<file path="src/rtl/hma_pkg.sv">
// Shared types and constants of the hub memory access unit.
package hma_pkg;

  // Access modes
  localparam logic [2:0] MODE_RD_BYTE = 3'd0;
  localparam logic [2:0] MODE_WR_BYTE = 3'd1;
  localparam logic [2:0] MODE_RD_WORD = 3'd2;
  localparam logic [2:0] MODE_WR_WORD = 3'd3;
  localparam logic [2:0] MODE_RD_LONG = 3'd4;
  localparam logic [2:0] MODE_WR_LONG = 3'd5;
  localparam logic [2:0] MODE_MAP_RD  = 3'd6;
  localparam logic [2:0] MODE_MAP_WR  = 3'd7;

  // Transfer sizes
  localparam logic [1:0] SZ_BYTE = 2'd0;
  localparam logic [1:0] SZ_WORD = 2'd1;
  localparam logic [1:0] SZ_LONG = 2'd2;

  // Mapped address windows
  localparam logic [19:0] REG_LIMIT = 20'h00800;
  localparam logic [19:0] LUT_LIMIT = 20'h01000;
  localparam logic [17:0] LUT_BASE  = 18'h00200;

  // Per-core RAM geometry
  localparam int CORE_LONGS = 512;
  localparam int CORE_OFF_W = $clog2(CORE_LONGS);

  // Defaults for the top-level parameters
  localparam int HUB_BYTES_DEF = 524288;
  localparam int MAX_CORES_DEF = 16;

  localparam logic [4:0] ACTIVE_CORES_RST = 5'd16;

  // Memory selected by a request
  typedef enum logic [1:0] {
    TGT_NONE = 2'd0,
    TGT_HUB  = 2'd1,
    TGT_REG  = 2'd2,
    TGT_LUT  = 2'd3
  } tgt_t;

  // Controller commands to the datapath
  typedef struct packed {
    logic capture;
    logic mem_en;
    logic load_out;
  } cmd_t;

  // Controller states
  typedef enum logic [2:0] {
    S_IDLE = 3'b001,
    S_MEM  = 3'b010,
    S_LOAD = 3'b100
  } state_t;

endpackage

</file>
<file path="src/rtl/hma_ctrl.sv">
// Controller state machine of the hub memory access unit.
module hma_ctrl (
  input  logic          clk,
  input  logic          rst_n,
  input  logic          in_valid,
  output logic          in_ready,
  output logic          out_valid,
  input  logic          out_ready,
  output hma_pkg::cmd_t cmd
);

  hma_pkg::state_t state_r, state_nxt;
  logic            out_valid_r, out_valid_nxt;
  logic            load;

  // Load the output register once it is free or being drained
  assign load = (state_r == hma_pkg::S_LOAD) && (!out_valid_r || out_ready);

  assign in_ready     = (state_r == hma_pkg::S_IDLE);
  assign out_valid    = out_valid_r;
  assign cmd.capture  = in_valid && in_ready;
  assign cmd.mem_en   = (state_r == hma_pkg::S_MEM);
  assign cmd.load_out = load;

  // Advance the state machine
  always_comb begin
    state_nxt = state_r;
    case (state_r)
      hma_pkg::S_IDLE: begin
        if (in_valid) state_nxt = hma_pkg::S_MEM;
      end
      hma_pkg::S_MEM: begin
        state_nxt = hma_pkg::S_LOAD;
      end
      hma_pkg::S_LOAD: begin
        if (load) state_nxt = hma_pkg::S_IDLE;
      end
      default: begin
        state_nxt = hma_pkg::S_IDLE;
      end
    endcase
  end

  // Set on load, clear on transfer
  always_comb begin
    out_valid_nxt = out_valid_r;
    if (load) out_valid_nxt = 1'b1;
    else if (out_ready) out_valid_nxt = 1'b0;
  end

  always_ff @(posedge clk) begin
    if (!rst_n) begin
      state_r     <= hma_pkg::S_IDLE;
      out_valid_r <= 1'b0;
    end else begin
      state_r     <= state_nxt;
      out_valid_r <= out_valid_nxt;
    end
  end

  // A pending result is never overwritten
  a_hold_pending: assert property (@(posedge clk) disable iff (!rst_n)
    (state_r == hma_pkg::S_LOAD && out_valid_r && !out_ready) |=>
      (state_r == hma_pkg::S_LOAD && out_valid_r))
    else $error("pending result overwritten");

  // An accepted access goes to the memory cycle next
  a_capture_mem: assert property (@(posedge clk) disable iff (!rst_n)
    cmd.capture |=> (state_r == hma_pkg::S_MEM))
    else $error("capture not followed by memory cycle");

  // The memory cycle is always followed by the load state
  a_mem_load: assert property (@(posedge clk) disable iff (!rst_n)
    (state_r == hma_pkg::S_MEM) |=> (state_r == hma_pkg::S_LOAD))
    else $error("memory cycle not followed by load");

  // A result appears only after a load
  a_valid_rise: assert property (@(posedge clk) disable iff (!rst_n)
    $rose(out_valid_r) |-> $past(load))
    else $error("output valid without load");

endmodule

</file>
<file path="config.mk">
export PLATFORM = sky130hd
export DESIGN_NAME = hma_ctrl
export DESIGN_NICKNAME = d
export VERILOG_FILES = /design/src/rtl/hma_pkg.sv /design/src/rtl/hma_ctrl.sv
export SDC_FILE = /design/constraint.sdc
export NUM_CORES = 1
export LEC_CHECK = 0
export ABC_CLOCK_PERIOD_IN_PS = 1400
export BUFFER_PORTS_ARGS = -buffer_cell sky130_fd_sc_hd__buf_2
export CORE_AREA = 2 2 39 41
export DETAILED_ROUTE_END_ITERATION = 8
export DIE_AREA = 0 0 41 43
export SLEW_MARGIN = 40
export SYNTH_ARGS = -nofsm -noshare
export SYNTH_HDL_FRONTEND = slang
export SYNTH_SLANG_ARGS = --single-unit
export TNS_END_PERCENT = 20
</file>
<file path="constraint.sdc">
create_clock -name clk -period 1.4 [get_ports clk]
set_input_delay 0.14 -clock clk [delete_from_list [all_inputs] [get_ports clk]]
set_output_delay 0.14 -clock clk [all_outputs]
set_load 0.005 [all_outputs]
</file>
==> impl_metrics.csv <==
group,metric,value,unit
pwr,power_density,1102,nW/um^2
synth,synth_area_leaders,"dfxtp_1, nor3b_1, buf_4",
cells_and_area,final.fill_count,152,
cells_and_area,fin_area,267.8,um^2
cts,htreeDepth,1,
drt,postRouteAntennaNets,0,
floorplanning,die_x,41,um
sta,slew-limit-headroom,85.46,%
floorplanning,initial_core_util,13.74,%
cells_and_area,n_antenna_cell,0,
setup_path,critical_path_class,"reg -> out",
cells_and_area,fin_nets,34,
sta,min_period,1.341,ns
global_routing,grt_start_max_net_pins,6,
cts,clk_latency,0.24,ns
drt,wl,397,um
floorplanning,io_pins,9,
placed_design,io_buffers,8,
synth,yosysWarningCount,0,
cts,cts_tree,"built",
drt,wire_per_inst,9.023,um
floorplanning,core,1384,um^2
sta,tightest_slew,0.2177,ns
synth,yosysTopAreaCell,"dfxtp_1",
setup_path,cp_max_fo,4,
pwr,vdd_ir_drop_max,0.4075,mV
cts,ctsRootBufferMaster,"clkbuf_4",
global_routing,gr-usage-all-layers,5.533,%
floorplanning,die_y,43,um
drt,firstDrtPassIters,2,
min_path,hold_class,"in -> reg",
synth,ys_ff_latch,4,
drt,post_drt_via_cell_ratio,3.705,
synth,ys_types,12,
global_routing,grt_pass1_vias,136,
synth,synth_fp_nets,23,
cts,cts_max_path_buffers,2,
placed_design,routabilityCongestion,0.6583,
setup_path,crit_family,"simple AND/OR/NAND/NOR gates",
setup_path,crit_chain,"or3b_4 -> nor2b_1 -> buf_2",
placed_design,dp_hpwl,290.5,um
setup_path,path_buf_inv,1,
synth,synthTopCellsByCount,"dfxtp_1, nor3b_1, buf_4",
setup_path,worstPathArrival,1.20,ns
cts,clkTransAtPathRegs,0.04,ns
synth,yosysSeqAreaShare,42.11,%
synth,syn_area,190.2,um^2
cts,cts_resized,0,
cells_and_area,final_cells,44,
setup_path,startpoint_type,"register",
sta,fin_setup_tns,0,ns
floorplanning,num_rows,14,
sta,skew,0.005543,ns
sta,final-setup-viol-count,0,
synth,syn_avg_cell_area,10.01,um^2
placed_design,place_area,235.2,um^2
sta,drv_slew,0,
run,drv_cap,0,
drt,drt_iter0_markers,2,
global_routing,grt_pass1_wl,552,um
synth,synth-edff-count,0,
cts,postCtsHoldBufs,0,
pwr,power_leakage,0.1126,nW
cells_and_area,ff_latch_area,82.58,um^2
synth,syn_inst,19,
cts,post_cts_buffers,0,
cts,cts_made_buffers,3,
sta,timing.final.crit_share,95.77,%
cells_and_area,multi_input_area,102.6,um^2
drt,drc,0,
global_routing,antenna_found_initial,0,
setup_path,slowest_delay,0.40,ns
drt,vias,163,
cells_and_area,area_growth,40.79,%
synth,synth_top_flop_cell,"dfxtp_1",
setup_path,cpMaxStageDelayCell,"or3b_4",
sta,finalHoldViolations,0,
sta,max_freq,745.8,MHz
setup_path,cp-end-kind,"output port",
cells_and_area,drive_gt1_share,60.71,%
cts,clock_sinks,4,
synth,yosysTopAreaCellShare,42.11,%
outcome,status,"finished clean",
synth,async_flop_share,0,%
setup_path,crit_required,1.26,ns
sta,fin_hold_ws,0.1126,ns
sta,rsz0062_at_grt,"true",
placed_design,dp_cells,41,
global_routing,grt_overflow,0,
floorplanning,fp.dieArea,1763,um^2
==> power breakdown <==
part | switching [W] | total (W) | internal (W)
Combinational | 0.0000105 | 0.0000275 | 0.0000171
Clock | 0.0000465 | 0.000142 | 0.0000958
Sequential | 0.00000550 | 0.000125 | 0.000120
==> cell type report <==
type,instances,area share [%]
Clock buffer,3,8.411
Multi-Input combinational cell,13,38.32
Sequential cell,4,30.84
Tap cell,16,7.477
Timing Repair Buffer,8,14.95
==> per-stage QoR <==
step | setup slack [ns] | power (W) | utilization [%]
5_1_grt | -0.02629 | 0.0003213 | 19.35
3_5_place_dp | 0.2761 | 0.0001524 | 17.00
3_3_place_gp | 0.2723 | 0.0001525 | 17.00
2_1_floorplan | 0.3105 | 0.0001392 | -
6_report | 0.05918 | 0.0002952 | 19.35
4_1_cts | 0.02482 | 0.0003007 | 18.63
==> registers in the layout (all words and copies together), names as in the netlist <==
name	count
state_r	3
out_valid	1
==> placed cells by master (no fill, tap or decap), drive strengths merged <==
cell,synthesis,routed
a21boi,1,1
and2,1,1
and3,1,1
buf,2,8
clkbuf,0,3
dfxtp,4,4
mux2i,1,1
nand2b,1,1
nor2,1,1
nor2b,1,1
nor3b,4,4
o31ai,1,1
or3b,1,1
==> worst paths after layout <==
path,start,endpoint,slack (ns),depth (start not counted)
worst min-delay path,rst_n,state_r[0],0.11,2
worst max register to register,state_r[2],state_r[0],0.36,3
worst min register to register,state_r[0],state_r[2],0.45,1
worst max-delay path,state_r[2],cmd[0],0.06,3
==> worst reg2reg max path, cell delays in order (launching register included) <==
cell	delay, ns
dfxtp_2	0.36
or3b_4	0.40
nor2_1	0.11
o31ai_1	0.07
==> cells by family (layout without fill, tap and decap cells) <==
logic type	count (synthesis)	in the layout	share of synthesized area, %
DFF	4	4	42.11
muxes	1	1	5.263
and+or+nand+nor	10	10	36.85
buffers and inverters	2	11	7.892
AOI/OAI and AO/OA	2	2	7.898
==> metal layers <==
metal  up-vias  track usage, %  part of all wire [%]
met5         -               0                     0
met4         0           4.000                     0
met2         7           5.625                    48
met1        72           5.178                    41
met3         0           7.853                    11
li1         84               -                     -
No activity file was read; power rests on OpenSTA's default activity.
